File: src/sv/pnf_ram.sv
module pnf_ram #(
  parameter int WIDTH = 8,
  parameter int DEPTH = 256
) (
  input  logic                     clk,
  input  logic                     we,
  input  logic [$clog2(DEPTH)-1:0] waddr,
  input  logic [WIDTH-1:0]         wdata,
  input  logic [$clog2(DEPTH)-1:0] raddr,
  output logic [WIDTH-1:0]         rdata
);

  logic [WIDTH-1:0] mem [DEPTH];

  always_ff @(posedge clk) begin
    if (we) begin
      mem[waddr] <= wdata;
    end
    rdata <= mem[raddr];
  end

endmodule

File: config.mk
export PLATFORM = sky130hd
export DESIGN_NAME = pnf_ram
export DESIGN_NICKNAME = d
export VERILOG_FILES = /design/src/sv/pnf_ram.sv
export SDC_FILE = /design/constraint.sdc
export NUM_CORES = 2
export LEC_CHECK = 0
export BUFFER_PORTS_ARGS = -buffer_cell sky130_fd_sc_hd__buf_2
export CORE_MARGIN = 3
export CORE_UTILIZATION = 45
export DETAILED_ROUTE_END_ITERATION = 6
export PLACE_DENSITY = 0.68
export SLEW_MARGIN = 20
export SYNTH_ARGS = -nofsm -noshare
export SYNTH_HDL_FRONTEND = slang
export SYNTH_SLANG_ARGS = --single-unit
File: constraint.sdc
create_clock -name clk -period 2.45 [get_ports clk]
set_input_delay 0.3675 -clock clk [delete_from_list [all_inputs] [get_ports clk]]
set_output_delay 0.3675 -clock clk [all_outputs]
set_load 0.1 [all_outputs]
==> out/qor.yml <==
status: "complete, no violations"
hold_viol: 0
synth_top_area_share_pct: 77.3
io_pins: 34
p_total_mw: 74.0
ys_types: 55
clock_sinks: 2056
dp.cells: 6583
dpl_cell_area_mm2: 0.0878
yosys.area_share.simple_pct: 2.63
max-vdd-ir-drop_mv: 0.666
cts_setup_buffers: 0
min_path_cells: 1
ff2ff_path_depth: 8
finalNonFillerCells: 6958
critPathCaptureType: "flop"
powerDensity_mw_per_mm2: 782
maxCapViolCount: 0
drc_errors: 0
hold_path_class: "in2reg"
startpoint: "mem[97][2]"
slew_headroom_pct: 43.0
timing.fmax_mhz: 410
synthFlopType: "edfxtp_1"
grt_pass1_wl_mm: 292
syn_avg_cell_area_um2: 21.3
via_per_inst: 5.93
antenna_found_initial: 9
hpwl_mm: 132
syn_to_final_growth_pct: 18.9
synth_top_family_by_area: "multiplexers"
critical_path_depth: 8
syn-cell-area_mm2: 0.0796
final_common_cell: "edfxtp_1"
start_util_pct: 45.5
reg2reg_from: "mem[97][2]"
critical-path-top-delay-family: "simple AND/OR/NAND/NOR gates"
worst-path-buf-inv: 2
leakage_nw: 30.7
ys_seq_elements: 2056
drive_gt1_share_pct: 33.0
syn_inst: 3733
yosys.area.top_type: "edfxtp_1"
critical_path_class: "reg2reg"
synth_nets: 3759
startpoint_type: "flop"
whs_ps: 49.7
vias: 41300
drt_first_pass_iters: 6
place_congestion: 0.891
clock_latency_ps: 850
ant_nets: 0
cts_tree: "done"
clkSlewWorstSetupHoldPaths_ps: 60
synthAdderAreaFrac_pct: 0
grt_max_degree: 85
nets: 4487
htreeDepth: 4
ys_warn_count: 0
async_flop_share_pct: 0
path_cells: "mux4_2 -> nor2b_1 -> a211oi_1 -> buf_4 -> nor3_1 -> nor4_2 -> nor4_2 -> buf_4"
drt_iter0_markers: 5492
period_share_pct: 99.5
ys_seq_area_share_pct: 77.5
grt_remaining_overflow: 0
fin_skew_ps: 38.6
ys_top_cells_by_area: "edfxtp_1, mux4_2, mux2i_1"
dieWidth_um: 426
cts_buffer_depth: 3
die_h_um: 426
numCtsBuffers: 201
period_minus_slack_ps: 2440
required_ps: 3210
slowest_stage: "nor4_2"
first_global_vias: 41600
drv_slew: 0
synth_edf_count: 2048
die-area_mm2: 0.182
post_drt_wl_per_cell_um: 28.7
finalSetupViolCount: 0
min_from: "wdata[2]"
cts_root_buf: "clkbuf_16"
synth_compound_area_share_pct: 3.42
cp_slowest_stage_delay_ps: 490
layout_common_cells: "edfxtp_1, buf_4, mux4_2"
fp-row-count: 153
core-area_mm2: 0.175
synth_xor_area_share_pct: 0
grt_usage_pct: 22.2
cp.arrival_ps: 3190
io_buffers: 33
design_area_mm2: 0.0946
crit_fanout: 1
tightest_slew_ps: 855
rsz0062_at_grt: "no"
utilization_pct: 54.1
drt_wl_total_mm: 200
synth_mux_area_share_pct: 14.6
[report_power, final]
| group | switching (mW) | total [mW] | internal [mW] |
|---|---|---|---|
| Clock | 13.2 | 30.8 | 17.5 |
| Combinational | 2.62 | 4.33 | 1.70 |
| Sequential | 0.0658 | 38.8 | 38.8 |
| Total | 15.9 | 74.0 | 58.0 |
[through the flow]
stage                     worst slack, ps  setup TNS [ps]
after floorplan                       145               0
after global placement              -1130           -6750
after detailed placement            -1110           -6680
after CTS                            14.7               0
after global routing                 2.35               0
final                                12.0               0
[sequential cells by signal (all words and copies together) (netlist names)]
| name | cells |
|---|---|
| mem | 2048 |
| rdata | 8 |
[repair_timing]
item,4_1_cts,5_1_grt
hold buffers,2,0
setup endpoints to repair,4,3
pin swaps,0,4
hold endpoints to repair,58,0
resized for setup,15,7
[cell type report]
class / instances / area (µm²)
diodes: 2 / 5.00
inverters: 2 / 7.51
clock buffers: 251 / 5260
multi-input cells: 1442 / 16600
well taps: 2325 / 2910
clock inverters: 122 / 1340
flip-flops and latches: 2056 / 61700
fillers: 13100 / 80200
repair buffers: 758 / 6760
[path summary, 6_finish.rpt]
check                 to  slack (ps)
min          mem[247][2]          50
max             rdata[2]          10
min reg2reg     rdata[5]        1090
max reg2reg     rdata[2]          10
[kinds of logic after synthesis]
kind of cell / count (synthesis)
mux: 591
flops: 2056
simple gates: 466
buf+inv: 235
compound gates: 385
[worst register-to-register path, delay by kind of cell, from the launching register on]
kind | cells | cell delay (ps)
AO/OA/AOI/OAI | 1 | 400
buffers and inverters | 2 | 340
flip-flops | 1 | 370
multiplexers | 1 | 450
AND/OR/NAND/NOR | 4 | 790
[synth_stat cells (all sizes together), types with 10 or more instances]
master and count:
a21oi 96, nand3 34, nor2b 31, o21ai 12, mux2i 134, edfxtp 2048
o221ai 47, nand4 10, nor4 27, a22oi 133, clkbuf 111, a221oi 14
nor3 22, o211ai 10, nor2 282, a211oi 16, nand2 33, mux4 456
o22ai 28, buf 122
[routing by layer]
metal	GRT usage, %	wire length [µm]	up-vias
li1	-	-	17200
met1	31.4	78800	21800
met2	34.7	95300	2015
met3	5.06	19900	305
met4	6.68	5830	2
met5	0	13	-
(Power assumes the default switching activity.)
