$ cat src/sv/pnf_pkg.sv
package pnf_pkg;

  localparam int TABLE_SIZE  = 256;
  localparam int IDX_W       = 8;
  localparam int FRAC_DEF    = 16;
  localparam int MAX_OCT_DEF = 8;
  localparam int OCT_W       = 4;
  localparam int CFG_W       = 4;
  localparam int OFF_W       = 18;
  localparam int GRAD_W      = 19;
  localparam int LV_W        = 20;
  localparam int MA_W        = 24;
  localparam int MB_W        = 17;
  localparam int MP_W        = MA_W + MB_W + 1;
  localparam int P_W         = 36;

  localparam logic CMD_LOAD = 1'b0;
  localparam logic CMD_EVAL = 1'b1;

  localparam logic CFG_PLAIN  = 1'b0;
  localparam logic CFG_OCTAVE = 1'b1;

  typedef enum logic [4:0] {
    ST_IDLE,
    ST_OCT,
    ST_F0,
    ST_F1,
    ST_F2,
    ST_F3,
    ST_F4,
    ST_R0,
    ST_R1,
    ST_R2,
    ST_R3,
    ST_R4,
    ST_R5,
    ST_R6,
    ST_L0,
    ST_L1,
    ST_L2,
    ST_L3,
    ST_FIN
  } state_t;

  // 8-way hash gradient on Q.16 offsets
  function automatic logic signed [GRAD_W-1:0] grad(
    input logic [2:0]              h,
    input logic signed [OFF_W-1:0] x,
    input logic signed [OFF_W-1:0] y
  );
    logic signed [GRAD_W-1:0] u;
    logic signed [GRAD_W-1:0] v;
    logic signed [GRAD_W-1:0] su;
    logic signed [GRAD_W-1:0] sv;
    u  = h[2] ? GRAD_W'(y) : GRAD_W'(x);
    v  = h[2] ? GRAD_W'(x) : GRAD_W'(y);
    su = h[0] ? -u : u;
    sv = h[1] ? -v : v;
    return su + sv;
  endfunction

endpackage

$ cat src/sv/pnf_mul.sv
// signed by unsigned multiply, product registered
module pnf_mul (
  input  logic                            clk,
  input  logic signed [pnf_pkg::MA_W-1:0] a,
  input  logic [pnf_pkg::MB_W-1:0]        b,
  output logic signed [pnf_pkg::MP_W-1:0] p
);

  always_ff @(posedge clk) begin
    p <= pnf_pkg::MP_W'(a * $signed({1'b0, b}));
  end

endmodule

$ cat config.mk
export PLATFORM = sky130hd
export DESIGN_NAME = pnf_mul
export DESIGN_NICKNAME = d
export VERILOG_FILES = /design/src/sv/pnf_pkg.sv /design/src/sv/pnf_mul.sv
export SDC_FILE = /design/constraint.sdc
export NUM_CORES = 1
export LEC_CHECK = 0
export BUFFER_PORTS_ARGS = -buffer_cell sky130_fd_sc_hd__buf_2
export CORE_ASPECT_RATIO = 1.75
export CORE_MARGIN = 2
export CORE_UTILIZATION = 41
export DETAILED_ROUTE_END_ITERATION = 8
export GPL_ROUTABILITY_DRIVEN = 0
export SLEW_MARGIN = 20
export SYNTH_ARGS = -nofsm -noshare
export SYNTH_HDL_FRONTEND = slang
export SYNTH_SLANG_ARGS = --single-unit
$ cat constraint.sdc
create_clock -name clk -period 14.2 [get_ports clk]
set_input_delay 2.13 -clock clk [delete_from_list [all_inputs] [get_ports clk]]
set_output_delay 2.13 -clock clk [all_outputs]
set_load 0.05 [all_outputs]
==> results of run 1 <==
[stage by stage]
step	setup slack [ps]	std cells	area (µm²)	util (%)
3_5_place_dp	5555	2224	16500	43.71
5_1_grt	5538	2232	16650	44.10
2_1_floorplan	6331	1722	15730	-
4_1_cts	5914	2232	16650	44.10
3_3_place_gp	5648	2224	16500	43.71
6_report	5832	2232	16650	44.10
[Yosys cell counts (2+ instances only)]
library cell	instances	area, µm²
sky130_fd_sc_hd__a211oi_1	2	15.01
sky130_fd_sc_hd__xor2_1	7	61.31
sky130_fd_sc_hd__ha_1	102	1276
sky130_fd_sc_hd__nand2b_1	5	31.28
sky130_fd_sc_hd__inv_1	492	1847
sky130_fd_sc_hd__o21bai_1	5	37.54
sky130_fd_sc_hd__o21ai_0	11	55.05
sky130_fd_sc_hd__and3_1	4	25.02
sky130_fd_sc_hd__a31oi_1	4	25.02
sky130_fd_sc_hd__and2_1	209	1308
sky130_fd_sc_hd__a21o_1	10	75.07
sky130_fd_sc_hd__o211ai_1	2	15.01
sky130_fd_sc_hd__dfxtp_1	42	840.8
sky130_fd_sc_hd__a21oi_1	33	165.2
sky130_fd_sc_hd__nor2_1	21	78.83
sky130_fd_sc_hd__a21boi_0	2	15.01
sky130_fd_sc_hd__nor3_1	3	15.01
sky130_fd_sc_hd__xnor2_1	32	280.3
sky130_fd_sc_hd__a21oi_2	3	26.28
sky130_fd_sc_hd__or4b_1	2	20.02
sky130_fd_sc_hd__o21ai_1	5	25.02
sky130_fd_sc_hd__o21a_1	2	15.01
sky130_fd_sc_hd__clkbuf_1	59	221.5
sky130_fd_sc_hd__nand4_1	4	25.02
sky130_fd_sc_hd__nand3_1	6	30.03
sky130_fd_sc_hd__nand2_1	219	822.0
sky130_fd_sc_hd__fa_1	401	8028
[layer usage]
layer,routed length (µm),GRT usage [%],vias up
met5,0,0,-
met4,3296,15.43,0
met3,1312,2.123,122
met2,24250,44.49,298
met1,13650,22.07,5975
li1,-,-,4965
[layout make-up]
type                    count  share of cell area, %
multi-input cells        1127                  76.86
inverters                 492                  11.09
flip-flops and latches     42                  5.050
well taps                 480                  3.607
repair buffers             83                  2.495
clock buffers               5                 0.7514
clock inverters             3                 0.1428
[how the worst min path moves through the flow]
stage                         to  slack [ps]  cells past startpoint
finish              p[0]$_DFF_P_        2280                      2
CTS                 p[0]$_DFF_P_        2280                      2
floorplan           p[0]$_DFF_P_        2250                      1
global route        p[0]$_DFF_P_        2300                      2
global placement            p[7]        2600                      1
detailed placement         p[35]        2600                      1
[logic make-up after synthesis]
family	Yosys count	share of synthesized area [%]
compound gates	101	4.511
xor+xnor	39	2.172
fa+ha+maj	503	59.16
buf+inv	553	13.27
flops	42	5.347
mux	1	0.07160
simple gates	483	15.47
==> run_results.csv, run 1 <==
group,metric,value,unit
routing,detail_route.wl_per_cell,19.05,µm
clock_network,cts.clk_slew.worst_paths,90,ps
timing,hold_viol,0,
routing,drtPass1Iterations,5,
floorplanning,fp.dieArea,40000,µm²
cells_and_area,multi_input_combinational_cell_area,12800,µm²
worst_setup_path,crit_path_max_incr_delay,810,ps
clock_network,clk_path_buf_depth,2,
timing,setup-violations-final,0,
clock_network,tritoncts,"built",
clock_network,tritoncts.num_buffers,5,
cells_and_area,max_reg_flops,42,
grt,global_route_wire_length_before_repair,69860,µm
timing,timing.max_slew.rel_slack,41.17,%
worst_setup_path,crit_path_cell_trace,"buf_2 -> nand2_1 -> fa_1 -> fa_1 -> inv_1 -> fa_1 -> fa_1 -> fa_1 -> inv_1 -> fa_1 -> inv_1 -> ha_1 -> and3_1 -> nand3_1 -> nor2_1 -> a21boi_0 -> a211oi_1 -> or3_1 -> a31oi_1 -> o311ai_1",
worst_setup_path,worstPathBufferInverterCount,4,
worst_setup_path,critical_path.startpoint_type,"primary input",
grt,grt_antenna_before_repair,0,
yosys,synth_cell_types,62,
grt,first_global_vias,13250,
hold_path,hp-class,"primary input to flip-flop",
cells_and_area,register_area,840.8,µm²
floorplanning,floorplan.core_area,37750,µm²
floorplanning,chipWidth,152.1,µm
worst_setup_path,critPathCaptureType,"flip-flop",
clock_network,postCtsSetupBuffers,0,
yosys,yosys_register_bits,42,
worst_setup_path,worst_ep_required_time,14410,ps
yosys,synthCells,1722,
timing,worstMarginPinSlew,882.4,ps
routing,drtAntennaViolNets,0,
clock_network,cts.htree.levels,2,
yosys,synth_enable_flop_cells,0,
grt,globalRouteTotalUtil,22.73,%
clock_network,post_cts.resized_instances,0,
yosys,synth.avg_cell_area,9.133,µm²
worst_setup_path,data_arrival_critical_path,8570,ps
cells_and_area,final_layout_size_suffix_gt1_share,6.164,%
clock_network,cts.hold.buffers_added,0,
routing,vias,11360,
timing,grt_setup_unrepaired,"no",
routing,drt-initial-drc-count,436,
yosys,yosysWarningCount,0,
yosys,post_synthesis_sequential_area_ratio,5.346,%
placed_design,hpwlAfterDp,34700,µm
timing,finalCritPeriodShare,58.93,%
routing,route.detailed.vias_per_inst,5.090,
timing,fin_hold_ws,2282,ps
run_status,status,"complete, no violations",
worst_setup_path,timing.critical_path.slowest_stage_cell,"sky130_fd_sc_hd__fa_1",
worst_setup_path,timing.critical_path.to,"p[40]$_DFF_P_",
yosys,postSynth.asyncResetShare,0,%
worst_setup_path,critical-path-top-delay-family,"adder cells",
timing,maxClockFrequency,0.1195,GHz
worst_setup_path,critical_path_peak_fanout,24,
hold_path,hold_start,"a[0]",
worst_setup_path,cpMostUsedCell,"sky130_fd_sc_hd__fa_1",
routing,drcViolationCount,0,
cells_and_area,register_bank_with_the_most_flops,"p",
cells_and_area,count_of_inserted_antenna_diode_cells,0,
worst_setup_path,timing.setup.critical_path_class,"primary input to flip-flop",
placed_design,port_buffers,83,
worst_setup_path,cp.depth,20,
cells_and_area,area_delta_synth_final,5.880,%
cells_and_area,registers_with_the_most_flip_flops,"p: 42 flops",
timing,report.final.slew_viol_count,0,
cells_and_area,most_frequent_standard_cell_in_the_layout_excluding_fill_and_tap_cells,"sky130_fd_sc_hd__inv_1",
floorplanning,io_pins,84,
yosys,synth.cell_area,15730,µm²
yosys,synthesis.nets,2267,
flow_run,maxCapViolations,0,
grt,grt-ovfl-total,0,
yosys,synthFlopType,"sky130_fd_sc_hd__dfxtp_1",
worst_setup_path,crit_start,"b[3]",
cells_and_area,layout.nets,2296,
timing,fin_crit,8368,ps
floorplanning,num_rows,94,
floorplanning,die_h,263.1,µm
cells_and_area,layout.filler_cells,3767,
floorplanning,initial_utilization,41.66,%
clock_network,cts.sink_count,42,
clock_network,clock-root-buffer,"sky130_fd_sc_hd__clkbuf_16",
timing,final_total_negative_setup_slack,0,ps
cells_and_area,layout.cells.most_common_list,"492 x sky130_fd_sc_hd__inv_1, 401 x sky130_fd_sc_hd__fa_1, 219 x sky130_fd_sc_hd__nand2_1, 209 x sky130_fd_sc_hd__and2_1, 102 x sky130_fd_sc_hd__ha_1",
grt,grt_max_degree,25,
routing,finalWirelength,42510,µm
Power of run 1 is left out: the tool's default activity adds up to more than one toggle a clock period on the data nets, which glitch-free logic cannot reach.
==> inputs of run 2 (changes only) <==
--- a/config.mk
+++ b/config.mk
@@ -5,6 +5,7 @@
 export SDC_FILE = /design/constraint.sdc
 export NUM_CORES = 1
 export LEC_CHECK = 0
+export ABC_AREA = 1
 export BUFFER_PORTS_ARGS = -buffer_cell sky130_fd_sc_hd__buf_2
 export CORE_ASPECT_RATIO = 1.75
 export CORE_MARGIN = 2
==> constraint.sdc (replaced) <==
create_clock -name clk -period 8.3 [get_ports clk]
set_input_delay 1.245 -clock clk [delete_from_list [all_inputs] [get_ports clk]]
set_output_delay 1.245 -clock clk [all_outputs]
set_load 0.05 [all_outputs]
==> run 2 against run 1 <==
  * Worst hold slack lost 880 ps
  * Critical path depth fell by 1
  * Final area rose by 7.8%
  * Final cell count rose by 26%
  * Synthesized area grew 8.1%
  * Sequential cell count unchanged
  * Count of clock-buffer cells in the layout up 2
  * Global-route usage rose by 1.3 points
  * Via count rose by 19%
==> run_results.csv, run 2 <==
group,metric,value,unit
routing,drtAntennaViolNets,0,
timing,maxClockFrequency,0.1480,GHz
yosys,synth_top_area_share,47.22,%
grt,global_route_wire_length_before_repair,78690,µm
hold_path,hold_start,"a[0]",
clock_network,postCtsSetupBuffers,0,
yosys,post_synthesis_sequential_area_ratio,4.946,%
worst_setup_path,data_arrival_critical_path,6960,ps
routing,detail_route.wl_per_cell,17.16,µm
timing,finalCritPeriodShare,81.43,%
floorplanning,fp.dieArea,43170,µm²
yosys,yosys_register_bits,42,
yosys,synthCells,2259,
timing,hold_viol,0,
yosys,postSynth.asyncResetShare,0,%
hold_path,min_path_cells,3,
floorplanning,chipWidth,157.9,µm
cells_and_area,final_layout_size_suffix_gt1_share,5.556,%
floorplanning,floorplan.core_area,40830,µm²
yosys,synth_largest_area_cell,"sky130_fd_sc_hd__fa_1",
clock_network,post_cts.resized_instances,0,
routing,drt-initial-drc-count,713,
worst_setup_path,critPathCaptureType,"flip-flop",
floorplanning,num_rows,98,
clock_network,cts.htree.levels,2,
flow_run,maxCapViolations,0,
cells_and_area,layout.nets,2812,
yosys,commonest_cells_in_the_netlist,"776 x sky130_fd_sc_hd__inv_1, 634 x sky130_fd_sc_hd__nand2_1, 401 x sky130_fd_sc_hd__fa_1",
cells_and_area,count_of_inserted_antenna_diode_cells,0,
worst_setup_path,critical_path.startpoint_type,"primary input",
clock_network,tritoncts,"built",
routing,drtPass1Iterations,5,
worst_setup_path,critical-path-top-delay-family,"adder cells",
timing,fin_crit,6759,ps
grt,grt_max_degree,25,
yosys,synthesis.nets,2804,
run_status,status,"complete, no violations",
cells_and_area,most_frequent_standard_cell_in_the_layout_excluding_fill_and_tap_cells,"sky130_fd_sc_hd__inv_1",
cells_and_area,area_delta_synth_final,5.571,%
worst_setup_path,critical_path_peak_fanout,24,
yosys,synth.avg_cell_area,7.525,µm²
cells_and_area,layout.filler_cells,4118,
yosys,synthFlopType,"sky130_fd_sc_hd__dfxtp_1",
clock_network,cts.sink_count,42,
floorplanning,io_pins,84,
floorplanning,die_h,273.4,µm
routing,vias,13510,
timing,worstMarginPinSlew,704.0,ps
clock_network,tritoncts.num_buffers,5,
yosys,synth_cell_types,27,
worst_setup_path,cpMostUsedCell,"sky130_fd_sc_hd__fa_1",
yosys,synth.cell_area,17000,µm²
timing,report.final.slew_viol_count,0,
hold_path,hp-class,"primary input to flip-flop",
yosys,synth_enable_flop_cells,0,
timing,setup-violations-final,0,
worst_setup_path,timing.setup.critical_path_class,"primary input to flip-flop",
yosys,yosysWarningCount,0,
timing,timing.max_slew.rel_slack,53.06,%
clock_network,clock-root-buffer,"sky130_fd_sc_hd__clkbuf_16",
routing,route.detailed.vias_per_inst,4.794,
clock_network,clk_path_buf_depth,2,
floorplanning,initial_utilization,41.63,%
routing,finalWirelength,48370,µm
grt,grt_antenna_before_repair,0,
cells_and_area,multi_input_combinational_cell_area,12920,µm²
timing,final_total_negative_setup_slack,0,ps
cells_and_area,max_reg_flops,42,
clock_network,cts.clk_slew.worst_paths,80,ps
yosys,synth_most_common_cell,"sky130_fd_sc_hd__inv_1",
grt,grt-ovfl-total,0,
cells_and_area,register_bank_with_the_most_flops,"p",
routing,drcViolationCount,0,
worst_setup_path,timing.critical_path.slowest_stage_cell,"sky130_fd_sc_hd__fa_1",
cells_and_area,registers_with_the_most_flip_flops,"p: 42 flops",
timing,grt_setup_unrepaired,"no",
worst_setup_path,crit_path_max_incr_delay,580,ps
grt,globalRouteTotalUtil,24.03,%
placed_design,hpwlAfterDp,41020,µm
grt,first_global_vias,15440,
clock_network,cts.hold.buffers_added,0,
cells_and_area,layout.cells.most_common_list,"776 x sky130_fd_sc_hd__inv_1, 634 x sky130_fd_sc_hd__nand2_1, 401 x sky130_fd_sc_hd__fa_1, 102 x sky130_fd_sc_hd__ha_1, 83 x sky130_fd_sc_hd__buf_2",
placed_design,port_buffers,83,
worst_setup_path,worstPathBufferInverterCount,5,
worst_setup_path,crit_path_cell_trace,"buf_2 -> nand2_1 -> fa_1 -> inv_1 -> fa_1 -> fa_1 -> fa_1 -> fa_1 -> inv_1 -> fa_1 -> inv_1 -> ha_1 -> nand2_1 -> inv_1 -> nand2_1 -> nand2_1 -> a21oi_1 -> nand3_1 -> xor2_1",
cells_and_area,register_area,840.8,µm²
hold_path,hold-path-endpoint,"p[0]$_DFF_P_",
worst_setup_path,worst_ep_required_time,8510,ps
yosys,post_synth_main_area_contributors,"sky130_fd_sc_hd__fa_1 47%, sky130_fd_sc_hd__inv_1 17%, sky130_fd_sc_hd__nand2_1 14%, sky130_fd_sc_hd__ha_1 7.5%, sky130_fd_sc_hd__dfxtp_1 4.9%",
==> run 2: changes by cell type after synthesis, sizes merged, moves of 11 or more <==
cell    delta
o21ai     -11
xnor2     -28
nor2      +49
clkbuf    +23
inv      +288
nand2    +426
and2     -209
xor2      +14
nand3     +37
==> run 2: through the flow <==
step,utilization (%),instances,instance area (µm²),hold WS [ps],setup WS [ps]
after global placement,43.58,2810,17800,1715,1246
after global routing,43.95,2818,17950,1462,1178
final,43.95,2818,17950,1400,1541
after floorplan,-,2259,17000,1338,1814
after CTS,43.95,2818,17950,1403,1509
after detailed placement,43.58,2810,17800,1716,1233
==> run 2: tightest hold or removal path: stages <==
cell                      delay [ps]
sky130_fd_sc_hd__buf_2           250
sky130_fd_sc_hd__nand2_1         120
sky130_fd_sc_hd__inv_1            40
==> run 2: worst max-delay path by stage <==
stage / start / end / slack (ps) / cells after the start
2_1_floorplan: a[23] / p[41]$_DFF_P_ / 1810 / 20
3_3_place_gp: b[3] / p[40]$_DFF_P_ / 1250 / 20
3_5_place_dp: b[3] / p[38]$_DFF_P_ / 1230 / 19
4_1_cts: b[3] / p[38]$_DFF_P_ / 1510 / 19
5_1_grt: b[3] / p[38]$_DFF_P_ / 1180 / 20
6_report: b[12] / p[26]$_DFF_P_ / 1540 / 19
==> run 2: per-layer routing <==
layer  routed length, µm  part of all wire, %  vias to the layer above  GRT usage, %
li1                    -                    -                     6165             -
met1               15270                   32                     6754         23.20
met2               28110                   58                      424         48.57
met3                1728                  3.6                      166         1.552
met4                3253                  6.7                        0         13.56
met5                   0                    0                        -             0
==> run 2: cells by family (layout without fill, tap and decap cells) <==
group | after synthesis | after routing | synth area share, %
XOR/XNOR | 25 | 25 | 1.288
buffers and inverters | 862 | 871 | 19.03
AO/OA/AOI/OAI | 45 | 45 | 1.524
AND/OR/NAND/NOR | 782 | 782 | 18.48
flip-flops | 42 | 42 | 4.946
adder cells (fa/ha/maj) | 503 | 503 | 54.73
==> run 2: cell type report <==
cell class / instances / area share (%)
tap: 550 / 3.834
clock buffer: 7 / 0.7948
sequential: 42 / 4.685
timing repair buffer: 83 / 2.315
multi-input combinational: 1355 / 72.01
inverter: 780 / 16.31
clock inverter: 1 / 0.04880
Power of run 2 is left out for the same reason.
==> inputs of run 3 (changes only) <==
==> constraint.sdc (replaced) <==
create_clock -name clk -period 6.35 [get_ports clk]
set_input_delay 0.9525 -clock clk [delete_from_list [all_inputs] [get_ports clk]]
set_output_delay 0.9525 -clock clk [all_outputs]
set_load 0.05 [all_outputs]
==> run 3 against run 2 <==
  * Count of clock-buffer cells in the layout unchanged
  * Die area stayed put
  * Final cell count increased by 4.2%
  * Non-clock buffer count is 118 higher
  * Utilization rose by 2.6 points
  * Worst hold slack worse by 380 ps
  * Largest cell class unchanged
==> run_results.csv, run 3 (synthesis gave the netlist of run 2 again) <==
group,metric,value,unit
timing,hold_viol,0,
routing,drtAntennaViolNets,0,
clock_network,cts.clk_slew.worst_paths,70,ps
clock_network,cts.htree.levels,2,
cells_and_area,area_delta_synth_final,11.77,%
timing,grt_setup_unrepaired,"no",
grt,global_route_wire_length_before_repair,79890,µm
cells_and_area,max_reg_flops,42,
routing,drtPass1Iterations,5,
clock_network,cts.hold.buffers_added,0,
cells_and_area,count_of_inserted_antenna_diode_cells,0,
timing,fin_crit,6200,ps
floorplanning,io_pins,84,
worst_setup_path,data_arrival_critical_path,6440,ps
cells_and_area,final_layout_size_suffix_gt1_share,10.23,%
run_status,status,"complete, no violations",
worst_setup_path,crit_path_cell_trace,"buf_2 -> buf_12 -> nand2_1 -> inv_1 -> fa_1 -> inv_1 -> fa_1 -> fa_1 -> fa_1 -> inv_1 -> fa_1 -> inv_1 -> fa_1 -> inv_1 -> ha_1 -> nand2_2 -> nor2_1 -> nand4_1 -> nor2_1 -> nor2_1 -> xnor2_1 -> buf_4",
routing,finalWirelength,49000,µm
grt,grt_max_degree,25,
timing,setup-violations-final,0,
timing,report.final.slew_viol_count,0,
worst_setup_path,critical_path.startpoint_type,"primary input",
floorplanning,die_h,273.4,µm
routing,route.detailed.vias_per_inst,4.731,
clock_network,postCtsSetupBuffers,0,
floorplanning,chipWidth,157.9,µm
cells_and_area,registers_with_the_most_flip_flops,"p: 42 flops",
routing,vias,13890,
cells_and_area,layout.nets,2930,
clock_network,clock-root-buffer,"sky130_fd_sc_hd__clkbuf_16",
placed_design,hpwlAfterDp,42980,µm
clock_network,cts.sink_count,42,
floorplanning,initial_utilization,41.63,%
clock_network,clk_path_buf_depth,2,
floorplanning,num_rows,98,
worst_setup_path,critical_path_peak_fanout,17,
clock_network,tritoncts.num_buffers,5,
routing,detail_route.wl_per_cell,16.69,µm
cells_and_area,layout.cells.most_common_list,"776 x sky130_fd_sc_hd__inv_1, 634 x sky130_fd_sc_hd__nand2_1, 401 x sky130_fd_sc_hd__fa_1, 105 x sky130_fd_sc_hd__buf_4, 102 x sky130_fd_sc_hd__ha_1",
grt,grt_antenna_before_repair,0,
worst_setup_path,critPathCaptureType,"flip-flop",
grt,globalRouteTotalUtil,24.34,%
flow_run,maxCapViolations,0,
worst_setup_path,crit_path_max_incr_delay,570,ps
hold_path,hp-class,"primary input to flip-flop",
grt,first_global_vias,15610,
timing,fin_hold_ws,1018,ps
worst_setup_path,timing.setup.critical_path_class,"primary input to flip-flop",
clock_network,post_cts.resized_instances,0,
cells_and_area,most_frequent_standard_cell_in_the_layout_excluding_fill_and_tap_cells,"sky130_fd_sc_hd__inv_1",
grt,grt-ovfl-total,0,
routing,drcViolationCount,0,
timing,worstMarginPinSlew,486.6,ps
routing,drt-initial-drc-count,612,
worst_setup_path,worst_ep_required_time,6590,ps
worst_setup_path,cpMostUsedCell,"sky130_fd_sc_hd__fa_1",
timing,timing.max_slew.rel_slack,67.56,%
floorplanning,floorplan.core_area,40830,µm²
clock_network,tritoncts,"built",
worst_setup_path,worstPathBufferInverterCount,8,
placed_design,port_buffers,83,
timing,finalCritPeriodShare,97.63,%
worst_setup_path,critical-path-top-delay-family,"adder cells",
timing,maxClockFrequency,0.1613,GHz
worst_setup_path,timing.critical_path.slowest_stage_cell,"sky130_fd_sc_hd__fa_1",
cells_and_area,register_bank_with_the_most_flops,"p",
floorplanning,fp.dieArea,43170,µm²
[run 3: path summary, 6_finish.rpt]
check / startpoint / endpoint / slack [ps] / cells after the start
max: b[8] / p[15]$_DFF_P_ / 150 / 22
min: a[0] / p[0]$_DFF_P_ / 1020 / 3
[run 3: worst min-delay path, stage by stage]
cell	delay, ps
sky130_fd_sc_hd__buf_2	190
sky130_fd_sc_hd__nand2_1	100
sky130_fd_sc_hd__inv_1	30
[run 3: layout make-up]
| type | instances | area [µm²] |
|---|---|---|
| fill | 4105 | 21830 |
| multi-input combinational | 1355 | 12920 |
| inverter | 780 | 2928 |
| timing repair buffer | 201 | 1469 |
| sequential | 42 | 840.8 |
| tap | 550 | 688.2 |
| clock buffer | 7 | 142.6 |
| clock inverter | 1 | 8.758 |
[run 3: per-stage QoR]
step	worst slack (ps)	util, %	instance area (µm²)	cells	setup TNS (ps)
after floorplan	156.2	-	17000	2259	0
after global placement	-38.47	46.15	18840	2928	-47.82
after detailed placement	-62.88	46.15	18840	2928	-108.7
after CTS	222.8	46.52	19000	2936	0
after global routing	16.41	46.53	19000	2936	0
final	150.2	46.53	19000	2936	0
[run 3: routing by layer]
metal,vias to the layer above,global-route usage [%],share of wire (%)
li1,6403,-,-
met1,6852,24.38,32
met2,438,47.80,57
met3,196,1.583,3.4
met4,0,14.57,7.2
met5,-,0,0
Power of run 3 is left out for the same reason.
